--- config.mk ---
export PLATFORM = sky130hd
export DESIGN_NAME = gregorian_day_count_flat
export DESIGN_NICKNAME = d
export VERILOG_FILES = /design/src/hw/rtl/gdc_pkg.sv /design/src/hw/rtl/gdc_in_if.sv /design/src/hw/rtl/gdc_out_if.sv /design/src/hw/rtl/gdc_date_unit.sv /design/src/hw/rtl/gregorian_day_count.sv /design/src/flat_wrapper.sv
export SDC_FILE = /design/constraint.sdc
export NUM_CORES = 2
export LEC_CHECK = 0
export BUFFER_PORTS_ARGS = -buffer_cell sky130_fd_sc_hd__buf_4
export CELL_PAD_IN_SITES_DETAIL_PLACEMENT = 1
export CELL_PAD_IN_SITES_GLOBAL_PLACEMENT = 1
export CORE_UTILIZATION = 57
export DETAILED_ROUTE_END_ITERATION = 12
export GPL_ROUTABILITY_DRIVEN = 0
export HOLD_SLACK_MARGIN = 0.03
export PLACE_DENSITY_LB_ADDON = 0.1
export SYNTH_ARGS = -nofsm -noshare
export SYNTH_HDL_FRONTEND = slang
export SYNTH_SLANG_ARGS = --single-unit
--- constraint.sdc ---
create_clock -name i_clk -period 18.8 [get_ports i_clk]
set_input_delay 0.94 -clock i_clk [delete_from_list [all_inputs] [get_ports i_clk]]
set_output_delay 0.94 -clock i_clk [all_outputs]
set_load 0.02 [all_outputs]
--- src/hw/rtl/gdc_pkg.sv ---
// Shared constants, types and calendar tables for the Gregorian day counter.
`default_nettype none

package gdc_pkg;

    localparam int unsigned DAY_W   = 5;
    localparam int unsigned MON_W   = 4;
    localparam int unsigned YEAR_W  = 14;
    localparam int unsigned TOTAL_W = 22;
    localparam int unsigned ORD_W   = 23;
    localparam int unsigned DOY_W   = 9;
    localparam int unsigned QUAR_W  = YEAR_W - 2;
    localparam int unsigned MULT_W  = 25;
    localparam int unsigned FRAC_W  = 17;
    localparam int unsigned CENT_W  = MULT_W - FRAC_W;
    localparam int unsigned CMP_W   = 17;

    localparam int unsigned DEF_MAX_YEAR = 9999;

    // Reciprocal of 25 scaled by 2**17, rounded up.
    localparam int unsigned RECIP25       = 5243;
    localparam int unsigned DAYS_PER_YEAR = 365;

    localparam logic [MON_W-1:0] MON_JAN = MON_W'(1);
    localparam logic [MON_W-1:0] MON_FEB = MON_W'(2);
    localparam logic [MON_W-1:0] MON_DEC = MON_W'(12);

    typedef struct packed {
        logic s1;
        logic s2;
        logic s3;
    } t_stage_en;

    typedef struct packed {
        logic              ok;
        logic [DOY_W-1:0]  doy;
        logic [ORD_W-1:0]  ord;
    } t_date_info;

    function automatic logic [DAY_W-1:0] month_len(input logic [MON_W-1:0] mon,
                                                   input logic leap);
        logic [DAY_W-1:0] len;
        unique case (mon)
            4'd1, 4'd3, 4'd5, 4'd7, 4'd8, 4'd10, 4'd12: len = DAY_W'(31);
            4'd4, 4'd6, 4'd9, 4'd11:                     len = DAY_W'(30);
            4'd2:                                        len = leap ? DAY_W'(29)
                                                                    : DAY_W'(28);
            default:                                     len = DAY_W'(0);
        endcase
        return len;
    endfunction

    function automatic logic [DOY_W-1:0] days_before(input logic [MON_W-1:0] mon);
        logic [DOY_W-1:0] n;
        unique case (mon)
            4'd1:    n = DOY_W'(0);
            4'd2:    n = DOY_W'(31);
            4'd3:    n = DOY_W'(59);
            4'd4:    n = DOY_W'(90);
            4'd5:    n = DOY_W'(120);
            4'd6:    n = DOY_W'(151);
            4'd7:    n = DOY_W'(181);
            4'd8:    n = DOY_W'(212);
            4'd9:    n = DOY_W'(243);
            4'd10:   n = DOY_W'(273);
            4'd11:   n = DOY_W'(304);
            4'd12:   n = DOY_W'(334);
            default: n = DOY_W'(0);
        endcase
        return n;
    endfunction

endpackage

`default_nettype wire

--- src/hw/rtl/gdc_in_if.sv ---
// Input channel carrying an operation code and a pair of dates.
`default_nettype none

interface gdc_in_if;
    logic                       valid;
    logic                       ready;
    logic                       op;
    logic [gdc_pkg::DAY_W-1:0]  start_day;
    logic [gdc_pkg::MON_W-1:0]  start_month;
    logic [gdc_pkg::YEAR_W-1:0] start_year;
    logic [gdc_pkg::DAY_W-1:0]  end_day;
    logic [gdc_pkg::MON_W-1:0]  end_month;
    logic [gdc_pkg::YEAR_W-1:0] end_year;

    modport source (output valid, op, start_day, start_month, start_year,
                    end_day, end_month, end_year, input ready);
    modport sink   (input valid, op, start_day, start_month, start_year,
                    end_day, end_month, end_year, output ready);
endinterface

`default_nettype wire

--- src/hw/rtl/gdc_out_if.sv ---
// Output channel carrying the day count and the error flags.
`default_nettype none

interface gdc_out_if;
    logic                        valid;
    logic                        ready;
    logic [gdc_pkg::TOTAL_W-1:0] day_total;
    logic                        bad_date;
    logic                        wrong_order;

    modport source (output valid, day_total, bad_date, wrong_order, input ready);
    modport sink   (input valid, day_total, bad_date, wrong_order, output ready);
endinterface

`default_nettype wire

--- src/hw/rtl/gdc_date_unit.sv ---
// Three-stage date path: validity check, day of year and day ordinal of one date.
`default_nettype none

module gdc_date_unit #(
    parameter int unsigned MAX_YEAR = gdc_pkg::DEF_MAX_YEAR
) (
    input  logic                       i_clk,
    input  gdc_pkg::t_stage_en         i_en,
    input  logic [gdc_pkg::DAY_W-1:0]  i_day,
    input  logic [gdc_pkg::MON_W-1:0]  i_month,
    input  logic [gdc_pkg::YEAR_W-1:0] i_year,
    output gdc_pkg::t_date_info        o_info
);
    import gdc_pkg::*;

    localparam logic [CMP_W-1:0] MaxYear = CMP_W'(MAX_YEAR);

    // Stage 1: constant multiplications.
    logic [DAY_W-1:0]  r_s1_day;
    logic [MON_W-1:0]  r_s1_mon;
    logic [YEAR_W-1:0] r_s1_year;
    logic [MULT_W-1:0] r_s1_mx;
    logic [MULT_W-1:0] r_s1_mp;
    logic [ORD_W-1:0]  r_s1_y365;

    logic [YEAR_W-1:0] n_s1_prev;
    logic [MULT_W-1:0] n_s1_mx;
    logic [MULT_W-1:0] n_s1_mp;
    logic [ORD_W-1:0]  n_s1_y365;

    always_comb begin
        n_s1_prev = i_year - YEAR_W'(1);
        n_s1_mx   = MULT_W'(i_year[YEAR_W-1:2]) * MULT_W'(RECIP25);
        n_s1_mp   = MULT_W'(n_s1_prev[YEAR_W-1:2]) * MULT_W'(RECIP25);
        n_s1_y365 = ORD_W'(i_year) * ORD_W'(DAYS_PER_YEAR);
    end

    always_ff @(posedge i_clk) begin
        if (i_en.s1) begin
            r_s1_day  <= i_day;
            r_s1_mon  <= i_month;
            r_s1_year <= i_year;
            r_s1_mx   <= n_s1_mx;
            r_s1_mp   <= n_s1_mp;
            r_s1_y365 <= n_s1_y365;
        end
    end

    // Stage 2: leap year, validity, day of year and the year terms.
    logic              r_s2_ok;
    logic [DOY_W-1:0]  r_s2_doy;
    logic [QUAR_W-1:0] r_s2_lp;
    logic [ORD_W-1:0]  r_s2_yd;

    logic              n_s2_div25;
    logic              n_s2_leap;
    logic              n_s2_mon_ok;
    logic              n_s2_ok;
    logic              n_s2_after_feb;
    logic              n_s2_nonzero;
    logic [YEAR_W-1:0] n_s2_prev;
    logic [CENT_W-1:0] n_s2_q100;
    logic [QUAR_W-1:0] n_s2_lp;
    logic [DOY_W-1:0]  n_s2_doy;
    logic [ORD_W-1:0]  n_s2_yd;

    always_comb begin
        // The year over four is divisible by 25 exactly when the fraction bits are small.
        n_s2_div25     = r_s1_mx[FRAC_W-1:0] < FRAC_W'(RECIP25);
        n_s2_leap      = (r_s1_year[1:0] == 2'd0)
                         && (!n_s2_div25 || (r_s1_mx[FRAC_W+1:FRAC_W] == 2'd0));
        n_s2_mon_ok    = (r_s1_mon >= MON_JAN) && (r_s1_mon <= MON_DEC);
        n_s2_ok        = (CMP_W'(r_s1_year) <= MaxYear) && n_s2_mon_ok
                         && (r_s1_day != DAY_W'(0))
                         && (r_s1_day <= month_len(r_s1_mon, n_s2_leap));
        n_s2_after_feb = (r_s1_mon > MON_FEB) && n_s2_leap;
        n_s2_doy       = days_before(r_s1_mon) + DOY_W'(r_s1_day)
                         + DOY_W'(n_s2_after_feb);
        n_s2_nonzero   = r_s1_year != YEAR_W'(0);
        n_s2_prev      = r_s1_year - YEAR_W'(1);
        n_s2_q100      = r_s1_mp[MULT_W-1:FRAC_W];
        n_s2_lp        = n_s2_nonzero
                         ? n_s2_prev[YEAR_W-1:2] - QUAR_W'(n_s2_q100)
                           + QUAR_W'(n_s2_q100[CENT_W-1:2])
                         : QUAR_W'(0);
        n_s2_yd        = r_s1_y365 + ORD_W'(n_s2_nonzero);
    end

    always_ff @(posedge i_clk) begin
        if (i_en.s2) begin
            r_s2_ok  <= n_s2_ok;
            r_s2_doy <= n_s2_doy;
            r_s2_lp  <= n_s2_lp;
            r_s2_yd  <= n_s2_yd;
        end
    end

    // Stage 3: day ordinal.
    logic             r_s3_ok;
    logic [DOY_W-1:0] r_s3_doy;
    logic [ORD_W-1:0] r_s3_ord;
    logic [ORD_W-1:0] n_s3_ord;

    assign n_s3_ord = r_s2_yd + ORD_W'(r_s2_doy) + ORD_W'(r_s2_lp);

    always_ff @(posedge i_clk) begin
        if (i_en.s3) begin
            r_s3_ok  <= r_s2_ok;
            r_s3_doy <= r_s2_doy;
            r_s3_ord <= n_s3_ord;
        end
    end

    assign o_info = '{ok: r_s3_ok, doy: r_s3_doy, ord: r_s3_ord};

endmodule

`default_nettype wire

--- src/hw/rtl/gregorian_day_count.sv ---
// Top level of the Gregorian day counter: stage control, both date paths and the result stage.
// Throughput is one date pair per cycle through four register stages, three in each date
// path and one result register; a stalled output holds every stage behind it in place.
// Reset is synchronous and active low; it clears the stage valid bits only.
`default_nettype none

module gregorian_day_count #(
    parameter int unsigned MAX_YEAR = gdc_pkg::DEF_MAX_YEAR
) (
    input  logic             i_clk,
    input  logic             i_rst_n,
    gdc_in_if.sink           i_in,
    gdc_out_if.source        o_out
);
    import gdc_pkg::*;

    logic r_v1, r_v2, r_v3, r_v4;
    logic r_op1, r_op2, r_op3;
    logic en1, en2, en3, en4;
    t_stage_en  stage_en;
    t_date_info start_info;
    t_date_info end_info;

    assign en4 = !r_v4 || o_out.ready;
    assign en3 = !r_v3 || en4;
    assign en2 = !r_v2 || en3;
    assign en1 = !r_v1 || en2;
    assign stage_en = '{s1: en1, s2: en2, s3: en3};
    assign i_in.ready = en1;

    gdc_date_unit #(.MAX_YEAR(MAX_YEAR)) u_start (
        .i_clk   (i_clk),
        .i_en    (stage_en),
        .i_day   (i_in.start_day),
        .i_month (i_in.start_month),
        .i_year  (i_in.start_year),
        .o_info  (start_info)
    );

    gdc_date_unit #(.MAX_YEAR(MAX_YEAR)) u_end (
        .i_clk   (i_clk),
        .i_en    (stage_en),
        .i_day   (i_in.end_day),
        .i_month (i_in.end_month),
        .i_year  (i_in.end_year),
        .o_info  (end_info)
    );

    always_ff @(posedge i_clk) begin
        if (!i_rst_n) begin
            r_v1 <= 1'b0;
            r_v2 <= 1'b0;
            r_v3 <= 1'b0;
            r_v4 <= 1'b0;
        end else begin
            if (en1) begin
                r_v1 <= i_in.valid;
            end
            if (en2) begin
                r_v2 <= r_v1;
            end
            if (en3) begin
                r_v3 <= r_v2;
            end
            if (en4) begin
                r_v4 <= r_v3;
            end
        end
    end

    always_ff @(posedge i_clk) begin
        if (en1) begin
            r_op1 <= i_in.op;
        end
        if (en2) begin
            r_op2 <= r_op1;
        end
        if (en3) begin
            r_op3 <= r_op2;
        end
    end

    // Result stage.
    logic [TOTAL_W-1:0] r_total;
    logic               r_bad;
    logic               r_order;
    logic [TOTAL_W-1:0] n_total;
    logic               n_bad;
    logic               n_order;
    logic [ORD_W-1:0]   span;

    always_comb begin
        span    = end_info.ord - start_info.ord + ORD_W'(1);
        n_bad   = r_op3 ? !start_info.ok : !(start_info.ok && end_info.ok);
        n_order = !r_op3 && !n_bad && (end_info.ord < start_info.ord);
        if (n_bad || n_order) begin
            n_total = TOTAL_W'(0);
        end else if (r_op3) begin
            n_total = TOTAL_W'(start_info.doy);
        end else begin
            n_total = span[TOTAL_W-1:0];
        end
    end

    always_ff @(posedge i_clk) begin
        if (en4) begin
            r_total <= n_total;
            r_bad   <= n_bad;
            r_order <= n_order;
        end
    end

    assign o_out.valid       = r_v4;
    assign o_out.day_total   = r_total;
    assign o_out.bad_date    = r_bad;
    assign o_out.wrong_order = r_order;

endmodule

`default_nettype wire

--- src/flat_wrapper.sv ---
// flat-port wrapper written by rule: the top's interface ports become plain ports
module gregorian_day_count_flat import gdc_pkg::*;
#(
    parameter int unsigned MAX_YEAR = gdc_pkg::DEF_MAX_YEAR
)
  (i_clk, i_rst_n, i_in_valid, i_in_op, i_in_start_day, i_in_start_month, i_in_start_year, i_in_end_day, i_in_end_month, i_in_end_year, i_in_ready, o_out_valid, o_out_day_total, o_out_bad_date, o_out_wrong_order, o_out_ready);
  gdc_in_if i_in_i ();
  gdc_out_if o_out_i ();
  input  logic i_clk;
  input  logic i_rst_n;
  input wire logic [$bits(i_in_i.valid)-1:0] i_in_valid;
  input wire logic [$bits(i_in_i.op)-1:0] i_in_op;
  input wire logic [$bits(i_in_i.start_day)-1:0] i_in_start_day;
  input wire logic [$bits(i_in_i.start_month)-1:0] i_in_start_month;
  input wire logic [$bits(i_in_i.start_year)-1:0] i_in_start_year;
  input wire logic [$bits(i_in_i.end_day)-1:0] i_in_end_day;
  input wire logic [$bits(i_in_i.end_month)-1:0] i_in_end_month;
  input wire logic [$bits(i_in_i.end_year)-1:0] i_in_end_year;
  output wire logic [$bits(i_in_i.ready)-1:0] i_in_ready;
  output wire logic [$bits(o_out_i.valid)-1:0] o_out_valid;
  output wire logic [$bits(o_out_i.day_total)-1:0] o_out_day_total;
  output wire logic [$bits(o_out_i.bad_date)-1:0] o_out_bad_date;
  output wire logic [$bits(o_out_i.wrong_order)-1:0] o_out_wrong_order;
  input wire logic [$bits(o_out_i.ready)-1:0] o_out_ready;
  assign i_in_i.valid = i_in_valid;
  assign i_in_i.op = i_in_op;
  assign i_in_i.start_day = i_in_start_day;
  assign i_in_i.start_month = i_in_start_month;
  assign i_in_i.start_year = i_in_start_year;
  assign i_in_i.end_day = i_in_end_day;
  assign i_in_i.end_month = i_in_end_month;
  assign i_in_i.end_year = i_in_end_year;
  assign i_in_ready = i_in_i.ready;
  assign o_out_valid = o_out_i.valid;
  assign o_out_day_total = o_out_i.day_total;
  assign o_out_bad_date = o_out_i.bad_date;
  assign o_out_wrong_order = o_out_i.wrong_order;
  assign o_out_i.ready = o_out_ready;
  gregorian_day_count #(.MAX_YEAR(MAX_YEAR)) u_core (.i_clk(i_clk), .i_rst_n(i_rst_n), .i_in(i_in_i), .o_out(o_out_i));
endmodule
==> reports/results.ini <==
[synthesis]
synth_area_mm2=0.0334
yosys-top-cells-area=edfxtp_1 (28%), ha_1 (20%), fa_1 (19%)
synthesis.nets=4009
synthCells=3103
yosysUniqueCellTypes=81
yosysSeqAreaShare_pct=29.6
synth_most_common_cell=inv_1
synth_top_cell_area_share_pct=28.2
ys_warn_count=0
ys_ff_latch=336
synth_top_area_cell=edfxtp_1
syn_area_per_cell_um2=10.8
ys_top_cells_by_count=inv_1 (664), ha_1 (541), edfxtp_1 (314), fa_1 (314), xnor2_1 (162)
synth_async_sr_flop_share_pct=0
synth_edf_count=314
ys.flop_type=edfxtp_1

[layout]
nFillCells=6150
final_util_pct=62.7
register_area_mm2=0.00987
fin_nets=4120
area_growth_syn_to_layout_pct=8.49
drive_above_1_share_pct=5.55
multi_input_area_mm2=0.0210
final_cell_area_mm2=0.0362
antenna_cells=0

[drt]
routed_via_density=5.67
drc=0
num_vias=22700
wl_per_cell_um=21.2
first_iter_violations=1051
drtAntennaViolNets=0
drt_first_pass_iters=7
routed_wl_mm=85.0

[clock_tree]
cts_max_level=2
cts-root-buf=clkbuf_16
cts.sinks=336
clkLatencyLatePin_ns=0.57
cts_tree=yes
ctsHoldBuffers=0
ctsResizeCount=0
cts_buffer_depth=3
path_clk_slew_ns=0.06
cts_setup_buffers=0
cts_made_buffers=40

[power]
leakage_nw=17.6
seq_power_share_pct=22.5
irDropWorstVdd_uv=153
p_clk_share_pct=12.0
power_switching_w=0.00297
p_sw_share_pct=45.3
intPower_w=0.00359
p_per_area_mw_per_mm2=181
comb_power_share_pct=65.5

[worst_setup_path]
crit_family=adder cells
critPathMaxFanout=9
crit_path_top_delay_cell=fa_1
crit_start=i_in_end_year[3]
critical_path_buf_inv_count=5
crit_type=in -> reg
cp-end-kind=flop
cp.arrival_ns=7.59
required_ns=19.12
critPathMaxStageDelay_ns=0.64
r2r_start=u_core.u_end.r_s1_year[2]
startpoint_type=primary input

[sta]
min_period_ns=7.26
finalHoldViolCount=0
tightestPinTransition_ns=1.20
report.final.slew_viol_count=0
whs_ns=0.420
finClkSkew_ns=0.0194
fmax_mhz=138
rsz0062_at_grt=no
fin_setup_tns_ns=0
final-setup-viol-count=0
slew_headroom_pct=17.4
worst_slack_ns=11.54
post-route-period-util_pct=38.6

[floorplan]
boundaryPins=77
rows=88
die_area_mm2=0.0595
die_h_um=244
core_mm2=0.0578
die_w_um=244
start_util_pct=57.8

[placed_design]
dp_slack_ns=11.15
portBuffers=76
dpl_cell_area_mm2=0.0349
place.detailed.hpwl_mm=70.4

[global_routing]
antenna_found_initial=1
gr-total-overflow=0
grt_usage_pct=29.4
grt_max_degree=61
grt_pass1_vias=25900
grt_pass1_wl_mm=137

[flow_run]
maxCapViolations=0

[hold_path]
hp-start=u_core.u_start.r_s2_ok
hp-class=reg -> reg

[outcome]
status=completed

[cells by family (layout without fill, tap and decap cells)]
group / after synthesis / in the layout / synth area share (%)
adder cells (fa/ha/maj): 855 / 855 / 39.1
AO/OA/AOI/OAI: 418 / 418 / 8.35
AND/OR/NAND/NOR: 548 / 548 / 8.15
multiplexers: 26 / 26 / 0.828
flip-flops: 336 / 336 / 29.6
buffers and inverters: 677 / 818 / 7.63
XOR/XNOR: 243 / 243 / 6.38
[stage by stage]
step | std cells | total power [W]
final | 4009 | 0.00655
after CTS | 4009 | 0.00658
after floorplan | 3103 | 0.00454
after global placement | 3937 | 0.00539
after detailed placement | 3937 | 0.00571
after global routing | 4009 | 0.00711
[cell type report]
cell class / count / share of cell area (%)
clock buffers: 45 / 2.82
clock inverters: 27 / 0.781
inverters: 664 / 6.88
multi-input cells: 2090 / 57.9
flip-flops and latches: 336 / 27.2
well taps: 765 / 2.64
repair buffers: 82 / 1.70
[registers in the layout, summed over array words and instances, names as in the netlist, 9 cells and up, named ones only]
signal	cells
u_core.u_end.r_s1_y365	21
u_core.u_start.r_s2_yd	23
u_core.u_start.r_s1_year	14
u_core.u_start.r_s1_mx	18
u_core.u_start.r_s3_doy	9
u_core.u_end.r_s3_ord	23
u_core.u_end.r_s2_yd	23
u_core.u_start.r_s1_y365	21
u_core.u_start.r_s2_doy	9
u_core.o_out.day_total	22
u_core.u_start.r_s2_lp	12
u_core.u_end.r_s2_lp	12
u_core.u_end.r_s1_year	14
u_core.u_end.r_s2_doy	9
u_core.u_start.r_s3_ord	23
u_core.u_end.r_s1_mx	18
[layout by cell type, fill, tap and decap left out, types with 56 or more instances in the layout]
master,instances
inv_1,663
ha_1,541
fa_1,314
edfxtp_1,314
xnor2_1,162
nor2_1,151
nand2_1,129
a21oi_1,108
o21ai_0,83
buf_4,82
xor2_1,81
a21o_1,56
[worst paths after layout]
path / endpoint / depth (start not counted) / slack [ns]
setup / recovery: u_core.u_end.r_s1_mp[24] / 26 / 11.54
hold / removal: u_core.u_start.r_s3_ok / 0 / 0.42
setup reg to reg: u_core.u_end.r_s2_ok / 15 / 14.47
hold reg to reg: u_core.u_start.r_s3_ok / 0 / 0.42
[worst reg2reg max path, stage by stage, from the launching register on]
cell       delay (ns)
edfxtp_1         0.55
a21oi_1          0.17
o21ai_0          0.23
a21oi_1          0.12
o221ai_1         0.84
nand3_1          0.18
mux2_2           0.30
o21ai_0          0.20
ha_1             0.19
nor2b_1          0.05
o21a_1           0.17
o21ai_0          0.21
nand2b_1         0.09
a21oi_1          0.16
a31oi_1          0.06
a2111oi_0        0.53
[power groups by stage]
stage	registers, W	clock network [W]	logic, W
2_1_floorplan	0.00143	0	0.00311
6_report	0.00148	0.000785	0.00429
3_5_place_dp	0.00149	0	0.00422
4_1_cts	0.00148	0.000795	0.00430
5_1_grt	0.00151	0.000817	0.00479
3_3_place_gp	0.00147	0	0.00392
[routing by layer]
layer	routed length [um]	up-vias	part of all wire (%)	track usage, %
met1	36500	11500	43	37.6
met5	10	-	0.012	0
li1	-	10600	-	-
met3	3520	160	4.1	3.37
met4	2710	2	3.2	10.1
met2	42300	474	50	51.6
Power figures use the tool's default switching activity.
